**src/hw/rtl/psci_pkg.sv**
```systemverilog
// ----------------------------------------------------------------------------
// psci_pkg: shared types and constants for the charge integrator
// Field widths, register indexes and reset values, sequencer states and the
// control groups that pass between the integrator's modules.
// ----------------------------------------------------------------------------
`default_nettype none

package psci_pkg;

  localparam int NUM_CHANNELS = 32;
  localparam int TIME_SAMPLES = 1024;

  localparam int ADC_W      = 16;
  localparam int CHAN_W     = 5;
  localparam int TIME_W     = 10;
  localparam int CNT_W      = 11;
  localparam int SUM_W      = 27;
  localparam int EVT_W      = 16;
  localparam int CHARGE_W   = 35;
  localparam int Q_FRAC     = 8;

  // Working width of the shared adder and the dividend width of the divider.
  localparam int ACC_W      = 48;
  localparam int DIV_W      = ACC_W - 1;
  localparam int REM_W      = CNT_W;
  localparam int STEP_W     = 6;

  localparam int IN_TDATA_W  = 32;
  localparam int OUT_TDATA_W = 56;

  localparam int CFG_ADDR_W = 3;
  localparam int CFG_DATA_W = 11;

  localparam logic [CHAN_W-1:0] RST_CHANNEL_SELECT = CHAN_W'(0);
  localparam logic [TIME_W-1:0] RST_PED_FIRST      = TIME_W'(1);
  localparam logic [CNT_W-1:0]  RST_PED_COUNT      = CNT_W'(50);
  localparam logic [TIME_W-1:0] RST_INT_FIRST      = TIME_W'(50);
  localparam logic [CNT_W-1:0]  RST_INT_COUNT      = CNT_W'(350);

  typedef enum logic [CFG_ADDR_W-1:0] {
    REG_CHANNEL_SELECT = 3'd0,
    REG_PED_FIRST      = 3'd1,
    REG_PED_COUNT      = 3'd2,
    REG_INT_FIRST      = 3'd3,
    REG_INT_COUNT      = 3'd4
  } cfg_reg_t;

  typedef enum logic [2:0] {
    S_IDLE,
    S_DIFF,
    S_NEGW,
    S_MUL,
    S_ABS,
    S_DIV,
    S_SIGN,
    S_DONE
  } calc_state_t;

  typedef enum logic {
    ALU_ADD,
    ALU_SUB
  } alu_op_t;

  typedef struct packed {
    logic take;
    logic clear;
  } accum_ctl_t;

  typedef struct packed {
    logic busy;
    logic done;
  } calc_stat_t;

endpackage

`default_nettype wire

```
**src/hw/rtl/pedestal_subtracted_charge_integrator.sv**
```systemverilog
// ----------------------------------------------------------------------------
// pedestal_subtracted_charge_integrator: baseline-subtracted charge integration
// Input beats carry one tagged waveform sample each; tlast marks the last
// sample of an event. Samples of the selected channel are summed over the
// pedestal window and the integration window. On the tlast beat one output
// beat carries int_count*(ped_sum/ped_count) - int_sum in signed Q8,
// truncated toward zero and saturated, with a wrapping event number.
// Ordinary samples are taken one beat per cycle. After a tlast beat the
// input is held off while the charge is formed on one shared adder in
// 11 multiply steps plus 47 divide steps (dominated by the divider), or
// without them when ped_count is zero. The result then sits in an output
// register, ready again for input the cycle after it is loaded.
// If the receiver stalls, new samples are still taken; a second event end
// waits in the sequencer until the output register frees up.
// Reset clears both sums, the event counter and the output valid, and sets
// the window registers to their defaults. Write configuration only while
// no event computation is pending.
// ----------------------------------------------------------------------------
`default_nettype none

module pedestal_subtracted_charge_integrator import psci_pkg::*; (
  input  logic                   clk,
  input  logic                   rst,
  // s_tdata: adc_value[15:0], chan_index[20:16], time_index[30:21], zero pad
  input  logic                   s_tvalid,
  output logic                   s_tready,
  input  logic [IN_TDATA_W-1:0]  s_tdata,
  input  logic                   s_tlast,
  // m_tdata: charge_q8[34:0], event_number[50:35], zero pad
  output logic                   m_tvalid,
  input  logic                   m_tready,
  output logic [OUT_TDATA_W-1:0] m_tdata,
  input  logic                   cfg_we,
  input  logic [CFG_ADDR_W-1:0]  cfg_addr,
  input  logic [CFG_DATA_W-1:0]  cfg_data
);

  logic [CHAN_W-1:0]   channel_select;
  logic [TIME_W-1:0]   ped_first;
  logic [CNT_W-1:0]    ped_count;
  logic [TIME_W-1:0]   int_first;
  logic [CNT_W-1:0]    int_count;

  logic [EVT_W-1:0]    event_count;
  logic [CHARGE_W-1:0] out_charge;
  logic [EVT_W-1:0]    out_event;

  logic [ADC_W-1:0]    adc_value;
  logic [CHAN_W-1:0]   chan_index;
  logic [TIME_W-1:0]   time_index;
  logic                in_beat;
  logic                out_free;

  accum_ctl_t          acc_ctl;
  calc_stat_t          calc_stat;
  logic [SUM_W-1:0]    ped_sum;
  logic [SUM_W-1:0]    win_sum;
  logic [CHARGE_W-1:0] charge;

  assign adc_value  = s_tdata[ADC_W-1:0];
  assign chan_index = s_tdata[ADC_W+CHAN_W-1:ADC_W];
  assign time_index = s_tdata[ADC_W+CHAN_W+TIME_W-1:ADC_W+CHAN_W];

  assign s_tready = !calc_stat.busy;
  assign in_beat  = s_tvalid && s_tready;
  assign out_free = !m_tvalid || m_tready;

  assign acc_ctl.take  = in_beat;
  assign acc_ctl.clear = calc_stat.done;

  always_ff @(posedge clk) begin
    if (rst) begin
      channel_select <= RST_CHANNEL_SELECT;
      ped_first      <= RST_PED_FIRST;
      ped_count      <= RST_PED_COUNT;
      int_first      <= RST_INT_FIRST;
      int_count      <= RST_INT_COUNT;
    end else if (cfg_we) begin
      unique case (cfg_reg_t'(cfg_addr))
        REG_CHANNEL_SELECT: channel_select <= cfg_data[CHAN_W-1:0];
        REG_PED_FIRST:      ped_first      <= cfg_data[TIME_W-1:0];
        REG_PED_COUNT:      ped_count      <= cfg_data[CNT_W-1:0];
        REG_INT_FIRST:      int_first      <= cfg_data[TIME_W-1:0];
        REG_INT_COUNT:      int_count      <= cfg_data[CNT_W-1:0];
        default: ;
      endcase
    end
  end

  psci_accum u_accum (
    .clk            (clk),
    .rst            (rst),
    .ctl            (acc_ctl),
    .adc_value      (adc_value),
    .chan_index     (chan_index),
    .time_index     (time_index),
    .channel_select (channel_select),
    .ped_first      (ped_first),
    .ped_count      (ped_count),
    .int_first      (int_first),
    .int_count      (int_count),
    .ped_sum        (ped_sum),
    .win_sum        (win_sum)
  );

  psci_calc u_calc (
    .clk       (clk),
    .rst       (rst),
    .start     (in_beat && s_tlast),
    .ped_sum   (ped_sum),
    .win_sum   (win_sum),
    .ped_count (ped_count),
    .int_count (int_count),
    .out_free  (out_free),
    .stat      (calc_stat),
    .charge    (charge)
  );

  always_ff @(posedge clk) begin
    if (rst) begin
      m_tvalid    <= 1'b0;
      event_count <= '0;
    end else if (calc_stat.done) begin
      m_tvalid    <= 1'b1;
      event_count <= event_count + 1'b1;
    end else if (m_tready) begin
      m_tvalid <= 1'b0;
    end
  end

  always_ff @(posedge clk) begin
    if (calc_stat.done) begin
      out_charge <= charge;
      out_event  <= event_count;
    end
  end

  assign m_tdata = {{(OUT_TDATA_W-CHARGE_W-EVT_W){1'b0}}, out_event, out_charge};

`ifndef SYNTHESIS
  a_done_loads_output: assert property (@(posedge clk) disable iff (rst)
    calc_stat.done |=> m_tvalid)
    else $error("finished event did not present an output beat");

  a_event_advances: assert property (@(posedge clk) disable iff (rst)
    calc_stat.done |=> (event_count == $past(event_count) + 1'b1))
    else $error("event counter did not advance on a finished event");

  a_last_starts_calc: assert property (@(posedge clk) disable iff (rst)
    (s_tvalid && s_tready && s_tlast) |=> !s_tready)
    else $error("input still open after an end-of-event beat");

  a_sums_cleared: assert property (@(posedge clk) disable iff (rst)
    calc_stat.done |=> (ped_sum == '0) && (win_sum == '0))
    else $error("window sums not cleared after an event");
`endif

endmodule

`default_nettype wire

```
**src/hw/rtl/psci_alu.sv**
```systemverilog
// ----------------------------------------------------------------------------
// psci_alu: shared add/subtract unit
// One wide adder used by every step of the end-of-event computation.
// ----------------------------------------------------------------------------
`default_nettype none

module psci_alu import psci_pkg::*; (
  input  logic [ACC_W-1:0] a,
  input  logic [ACC_W-1:0] b,
  input  alu_op_t          op,
  output logic [ACC_W-1:0] y
);

  assign y = (op == ALU_SUB) ? (a - b) : (a + b);

endmodule

`default_nettype wire

```
**src/hw/rtl/psci_accum.sv**
```systemverilog
// ----------------------------------------------------------------------------
// psci_accum: pedestal and integration window sums
// Adds each sample of the selected channel into the window sums it falls in.
// ----------------------------------------------------------------------------
`default_nettype none

module psci_accum import psci_pkg::*; (
  input  logic              clk,
  input  logic              rst,
  input  accum_ctl_t        ctl,
  input  logic [ADC_W-1:0]  adc_value,
  input  logic [CHAN_W-1:0] chan_index,
  input  logic [TIME_W-1:0] time_index,
  input  logic [CHAN_W-1:0] channel_select,
  input  logic [TIME_W-1:0] ped_first,
  input  logic [CNT_W-1:0]  ped_count,
  input  logic [TIME_W-1:0] int_first,
  input  logic [CNT_W-1:0]  int_count,
  output logic [SUM_W-1:0]  ped_sum,
  output logic [SUM_W-1:0]  win_sum
);

  logic             hit;
  logic             in_ped;
  logic             in_int;
  logic [TIME_W-1:0] ped_off;
  logic [TIME_W-1:0] int_off;
  logic [SUM_W-1:0] sample;

  assign sample  = {{(SUM_W-ADC_W){adc_value[ADC_W-1]}}, adc_value};
  assign ped_off = time_index - ped_first;
  assign int_off = time_index - int_first;

  assign hit    = (chan_index == channel_select) && (int'(chan_index) < NUM_CHANNELS) &&
                  (int'(time_index) < TIME_SAMPLES);
  assign in_ped = (time_index >= ped_first) && ({1'b0, ped_off} < ped_count);
  assign in_int = (time_index >= int_first) && ({1'b0, int_off} < int_count);

  always_ff @(posedge clk) begin
    if (rst || ctl.clear) begin
      ped_sum <= '0;
      win_sum <= '0;
    end else if (ctl.take && hit) begin
      if (in_ped) begin
        ped_sum <= ped_sum + sample;
      end
      if (in_int) begin
        win_sum <= win_sum + sample;
      end
    end
  end

endmodule

`default_nettype wire

```
**src/hw/rtl/psci_calc.sv**
```systemverilog
// ----------------------------------------------------------------------------
// psci_calc: end-of-event charge sequencer
// Forms int_count*ped_sum - ped_count*win_sum by shift-and-add, scales it to
// Q8, divides by ped_count one quotient bit per cycle and saturates, all on
// the one shared adder. When ped_count is zero it forms -win_sum in Q8 instead.
// ----------------------------------------------------------------------------
`default_nettype none

module psci_calc import psci_pkg::*; (
  input  logic                clk,
  input  logic                rst,
  input  logic                start,
  input  logic [SUM_W-1:0]    ped_sum,
  input  logic [SUM_W-1:0]    win_sum,
  input  logic [CNT_W-1:0]    ped_count,
  input  logic [CNT_W-1:0]    int_count,
  input  logic                out_free,
  output calc_stat_t          stat,
  output logic [CHARGE_W-1:0] charge
);

  calc_state_t state;
  calc_state_t state_next;

  logic [ACC_W-1:0]  acc;
  logic [SUM_W:0]    diff;
  logic [STEP_W-1:0] step;
  logic [REM_W-1:0]  rem;
  logic [DIV_W-1:0]  quot;
  logic              neg;

  logic [ACC_W-1:0]  alu_a;
  logic [ACC_W-1:0]  alu_b;
  alu_op_t           alu_op;
  logic [ACC_W-1:0]  alu_y;

  logic [ACC_W-1:0]  ps_x;
  logic [ACC_W-1:0]  ws_x;
  logic [ACC_W-1:0]  diff_x;
  logic [REM_W:0]    rem_shift;
  logic [ACC_W-1:0]  mag;
  logic              int_bit;
  logic              ped_bit;
  logic              ovf;

  assign ps_x      = {{(ACC_W-SUM_W){ped_sum[SUM_W-1]}}, ped_sum};
  assign ws_x      = {{(ACC_W-SUM_W){win_sum[SUM_W-1]}}, win_sum};
  assign diff_x    = {{(ACC_W-SUM_W-1){diff[SUM_W]}}, diff};
  assign rem_shift = {rem, quot[DIV_W-1]};
  assign int_bit   = int_count[step[3:0]];
  assign ped_bit   = ped_count[step[3:0]];
  assign mag       = acc[ACC_W-1] ? alu_y : acc;

  psci_alu u_alu (
    .a  (alu_a),
    .b  (alu_b),
    .op (alu_op),
    .y  (alu_y)
  );

  always_ff @(posedge clk) begin
    if (rst) begin
      state <= S_IDLE;
    end else begin
      state <= state_next;
    end
  end

  always_comb begin
    state_next = state;
    alu_a      = '0;
    alu_b      = '0;
    alu_op     = ALU_ADD;
    unique case (state)
      S_IDLE: begin
        if (start) begin
          state_next = S_DIFF;
        end
      end
      S_DIFF: begin
        alu_a      = ps_x;
        alu_b      = ws_x;
        alu_op     = ALU_SUB;
        state_next = (ped_count == '0) ? S_NEGW : S_MUL;
      end
      S_NEGW: begin
        alu_b      = ws_x;
        alu_op     = ALU_SUB;
        state_next = S_DONE;
      end
      S_MUL: begin
        // Horner step over the bits of both counts, most significant first.
        alu_a = {acc[ACC_W-2:0], 1'b0};
        case ({int_bit, ped_bit})
          2'b11: alu_b = diff_x;
          2'b10: alu_b = ps_x;
          2'b01: begin
            alu_b  = ws_x;
            alu_op = ALU_SUB;
          end
          default: alu_b = '0;
        endcase
        if (step == '0) begin
          state_next = S_ABS;
        end
      end
      S_ABS: begin
        alu_b      = acc;
        alu_op     = ALU_SUB;
        state_next = S_DIV;
      end
      S_DIV: begin
        alu_a  = {{(ACC_W-REM_W-1){1'b0}}, rem_shift};
        alu_b  = {{(ACC_W-CNT_W){1'b0}}, ped_count};
        alu_op = ALU_SUB;
        if (step == '0) begin
          state_next = S_SIGN;
        end
      end
      S_SIGN: begin
        alu_b      = {1'b0, quot};
        alu_op     = ALU_SUB;
        state_next = S_DONE;
      end
      S_DONE: begin
        if (out_free) begin
          state_next = S_IDLE;
        end
      end
      default: state_next = S_IDLE;
    endcase
  end

  always_ff @(posedge clk) begin
    case (state)
      S_DIFF: begin
        diff <= alu_y[SUM_W:0];
        acc  <= '0;
        step <= STEP_W'(CNT_W - 1);
      end
      S_NEGW: begin
        acc <= {alu_y[ACC_W-Q_FRAC-1:0], {Q_FRAC{1'b0}}};
      end
      S_MUL: begin
        acc  <= alu_y;
        step <= step - 1'b1;
      end
      S_ABS: begin
        neg  <= acc[ACC_W-1];
        quot <= {mag[DIV_W-Q_FRAC-1:0], {Q_FRAC{1'b0}}};
        rem  <= '0;
        step <= STEP_W'(DIV_W - 1);
      end
      S_DIV: begin
        // Restoring division: keep the trial difference when it is not negative.
        quot <= {quot[DIV_W-2:0], ~alu_y[ACC_W-1]};
        rem  <= alu_y[ACC_W-1] ? rem_shift[REM_W-1:0] : alu_y[REM_W-1:0];
        step <= step - 1'b1;
      end
      S_SIGN: begin
        acc <= neg ? alu_y : {1'b0, quot};
      end
      default: ;
    endcase
  end

  // The signed result overflows when the output's sign bit and the bits above it are not all equal.
  assign ovf    = ~(&acc[ACC_W-1:CHARGE_W-1]) && (|acc[ACC_W-1:CHARGE_W-1]);
  assign charge = !ovf           ? acc[CHARGE_W-1:0] :
                  acc[ACC_W-1]   ? {1'b1, {(CHARGE_W-1){1'b0}}} :
                                   {1'b0, {(CHARGE_W-1){1'b1}}};

  assign stat.busy = (state != S_IDLE);
  assign stat.done = (state == S_DONE) && out_free;

endmodule

`default_nettype wire

```
**config.mk**
```make
export PLATFORM = sky130hd
export DESIGN_NAME = pedestal_subtracted_charge_integrator
export DESIGN_NICKNAME = d
export VERILOG_FILES = /design/src/hw/rtl/psci_pkg.sv /design/src/hw/rtl/pedestal_subtracted_charge_integrator.sv /design/src/hw/rtl/psci_alu.sv /design/src/hw/rtl/psci_accum.sv /design/src/hw/rtl/psci_calc.sv
export SDC_FILE = /design/constraint.sdc
export NUM_CORES = 1
export LEC_CHECK = 0
export BUFFER_PORTS_ARGS = -buffer_cell sky130_fd_sc_hd__buf_2
export CAP_MARGIN = 20
export CORE_MARGIN = 2
export CORE_UTILIZATION = 47
export DETAILED_ROUTE_END_ITERATION = 10
export PLACE_DENSITY_LB_ADDON = 0.05
export SLEW_MARGIN = 25
export SYNTH_ARGS = -nofsm -noshare
export SYNTH_HDL_FRONTEND = slang
export SYNTH_SLANG_ARGS = --single-unit
```
**constraint.sdc**
```tcl
create_clock -name clk -period 8.3 [get_ports clk]
set_clock_uncertainty 0.1 [all_clocks]
set_input_delay 1.245 -clock clk [delete_from_list [all_inputs] [get_ports clk]]
set_output_delay 1.245 -clock clk [all_outputs]
set_load 0.01 [all_outputs]
```
==> impl_results.md <==
- Highest routing layer actually used: met4
- Leakage: 10.16 nW
- Status: finished clean
- DRC viols: 0
- Register bit total from synthesis: 313
- IO buf count: 103
- Max frequency: 130.3 MHz
- Sequential area share after synthesis: 36.40%
- Worst Hold Class: flip-flop to flip-flop
- EDFF count, synth: 192
- Gate Count Post-Synth: 2481
- DRT Wirelength: 74240 um
- P per Cell Area: 485.0 nW/um^2
- Yosys top cell area share: 25.63%
- Startpoint Class: flip-flop
- Htree depth: 2
- CP max-delay cell: nor4_4
- Post-Place Cell Area: 23680 sq um
- FF+latch area: 8189 sq um
- Peak supply drop: 594.0 uV
- Synth area leader: edfxtp_1
- Async SR Flop Fraction: 0%
- R2R Path Start: u_calc.step[0]
- Setup crit end: u_calc.rem[2]
- Most used cell, CP: buf_4
- Die Wd: 222.8 um
- Critical path fanouts, max: 20
- Worst path max stage delay: 0.58 ns
- Cts hold-fix bufs: 0
- Row count: 80
- Antenna diodes: 0
- Detailed-route via count: 19812
- Met1 Wirelength: 32170 um
- RePlAce Congestion: 0.9465
- Die ar.: 49630 sq um
- Clock Path Buffers: 3
- DR iter-0 viols: 1802
- Worst reg-to-reg setup slack: 0.62 ns
- Ports: 110
- Min-delay src: event_count[10]
- Max-slew violations: 0
- WL met2: 34280 um
- Tmin final: 7.677 ns
- Clk_lat worst skew: 0.57 ns
- CP Class: flip-flop to flip-flop
- Reg clk slew, reported paths: 0.06 ns
- DRT Pass-1 Iters: 8
- Most common cell after layout, fill and taps aside: nand2_1
- Crit path capture type: flip-flop
- Cell depth of the worst flop-to-flop path: 26
- GRT overflow: 0
- Setup TNS: 0 ns
- Vias/cell: 6.217
- Max Cap Viol: 0
- Fillers: 4392
- Crit path from: u_calc.step[0]
- Synth Flop Type: edfxtp_1
- Finish-stage setup viols: 0
- Metal3 WL: 5040 um
- P&R area growth vs syn: 11.30%
- Die Ht: 222.8 um
- Worst Path Arrival: 7.86 ns
- Period utilisation layout: 92.49%
- Synth Cell Area: 22500 sq um
- Antenna violations before repair: 0
- Worst reg2reg path endpoint: u_calc.rem[2]
- Post-route cell area: 25040 sq um
- Vias in the first global route: 19031
- Initial Util: 47.42%
- CP required: 8.48 ns
- NumNets Final: 2745
- Final Hold Fails: 0
- Syn. warnings: 0
- Mean post-synth cell area: 9.068 sq um
- Core outline area: 47450 sq um
- Largest net degree at the start of global routing: 71
- Number of buffers created by CTS: 39
- Wire per inst: 23.29 um
- Unrepaired setup endpoints after global routing: no
- Clock sinks: 313
- CTS tree: done
- Antenna viol nets, final: 0
- Root buf cell: clkbuf_16
- Commonest cells after routing, fill and taps aside: 255 x nand2_1, 192 x edfxtp_1, 179 x nor2_1
- Total power: 0.01214 W
- Count of different cell masters after synthesis: 86
- Layout cells sized above 1: 10.58%
- DP Wirelength: 54120 um
- Multi-input gate area: 13430 sq um
- Max_slew headroom: 24.70%
- Top area cells in the synthesized netlist: edfxtp_1 26%, dfxtp_1 11%, ha_1 8.1%, mux2i_1 6.5%, nand2_1 4.3%
- GRT Resource Usage Total: 29.46%
- Worst slew pin tran: 1.130 ns
- Global-route wire length before repair: 113500 um
## metal layers
layer  up-vias  GRT usage, %
met5         -             0
met4         0         11.30
met2       747         48.10
met3       150         3.994
met1      9590         39.69
li1       9325             -
## Yosys cell counts, drive strengths merged (27+ instances only)
master and instances:
clkbuf 107, a21oi 168, o21ai 181, and3 29, ha 146, a22o 29, edfxtp 192, nand2 256
buf 33, o221ai 27, xor2 62, nor3 31, inv 111, a21o 81, mux2i 147, xnor2 94
dfxtp 121, nand3 43, nor2 181, a22oi 52, o21a 62, a222oi 29
## power breakdown
group          switching [W]  leakage, nW  total [W]  internal [W]
logic                0.00509         6.69    0.00770       0.00261
registers           0.000319         2.81    0.00264       0.00232
clock network       0.000725        0.662    0.00180       0.00107
total                0.00614         10.2     0.0121       0.00601
## critical path, delay by kind of cell, from the launching register on
family	cells	cell delay, ns
AND/OR/NAND/NOR	10	3.00
AO/OA/AOI/OAI	10	2.46
XOR/XNOR	1	0.13
flip-flops	1	0.37
buffers and inverters	4	0.88
adder cells (fa/ha/maj)	1	0.42
## state kept, by name, summed over array words and instances (netlist names), 16 cells and up
register	count
u_accum.win_sum	27
out_event	16
u_accum.ped_sum	27
u_calc.quot	47
u_calc.diff	28
event_count	16
u_calc.acc	48
out_charge	35
## how the worst min path moves through the flow
| stage | to | slack (ns) | cells past startpoint |
|---|---|---|---|
| 2_1_floorplan | out_event[10] | 0.31 | 0 |
| 4_1_cts | out_event[10] | 0.34 | 0 |
| 3_5_place_dp | out_event[10] | 0.32 | 0 |
| 6_report | out_event[10] | 0.34 | 0 |
| 5_1_grt | out_event[10] | 0.35 | 0 |
| 3_3_place_gp | out_event[10] | 0.32 | 0 |
## kinds of logic (layout without fill, tap and decap cells)
logic type	after synthesis	count (layout)	share of synthesized area (%)
muxes	154	154	7.108
DFF	313	313	36.40
xor gates and xnor gates	156	156	6.073
adders and majority gates	151	151	8.565
AOI/OAI and AO/OA	772	772	22.95
buffers and inverters	251	338	4.488
and+or+nand+nor	683	683	14.40
other	1	5	0.01667
## stage by stage
step                      setup WS, ns  cells  utilization, %  hold slack [ns]
after floorplan                  1.899   2485               -           0.3082
after global placement          0.7348   3113           49.90           0.3203
after detailed placement        0.5096   3113           49.90           0.3209
after CTS                       0.4794   3184           52.69           0.3382
after global routing            0.1881   3187           52.77           0.3469
final                           0.6232   3187           52.77           0.3356
## cell type report
type                    count  area share (%)
clock buffers              53           4.478
clock inverters            18          0.8046
repair buffers            156           3.648
well taps                 615           3.073
flip-flops and latches    313           32.71
inverters                 111           1.664
multi-input cells        1921           53.63
## repair_timing
action                                  4_1_cts  5_1_grt
resized for setup                             0        1
setup buffers                                 0        3
endpoints found under the setup margin        0       11
Power figures use the tool's default switching activity.
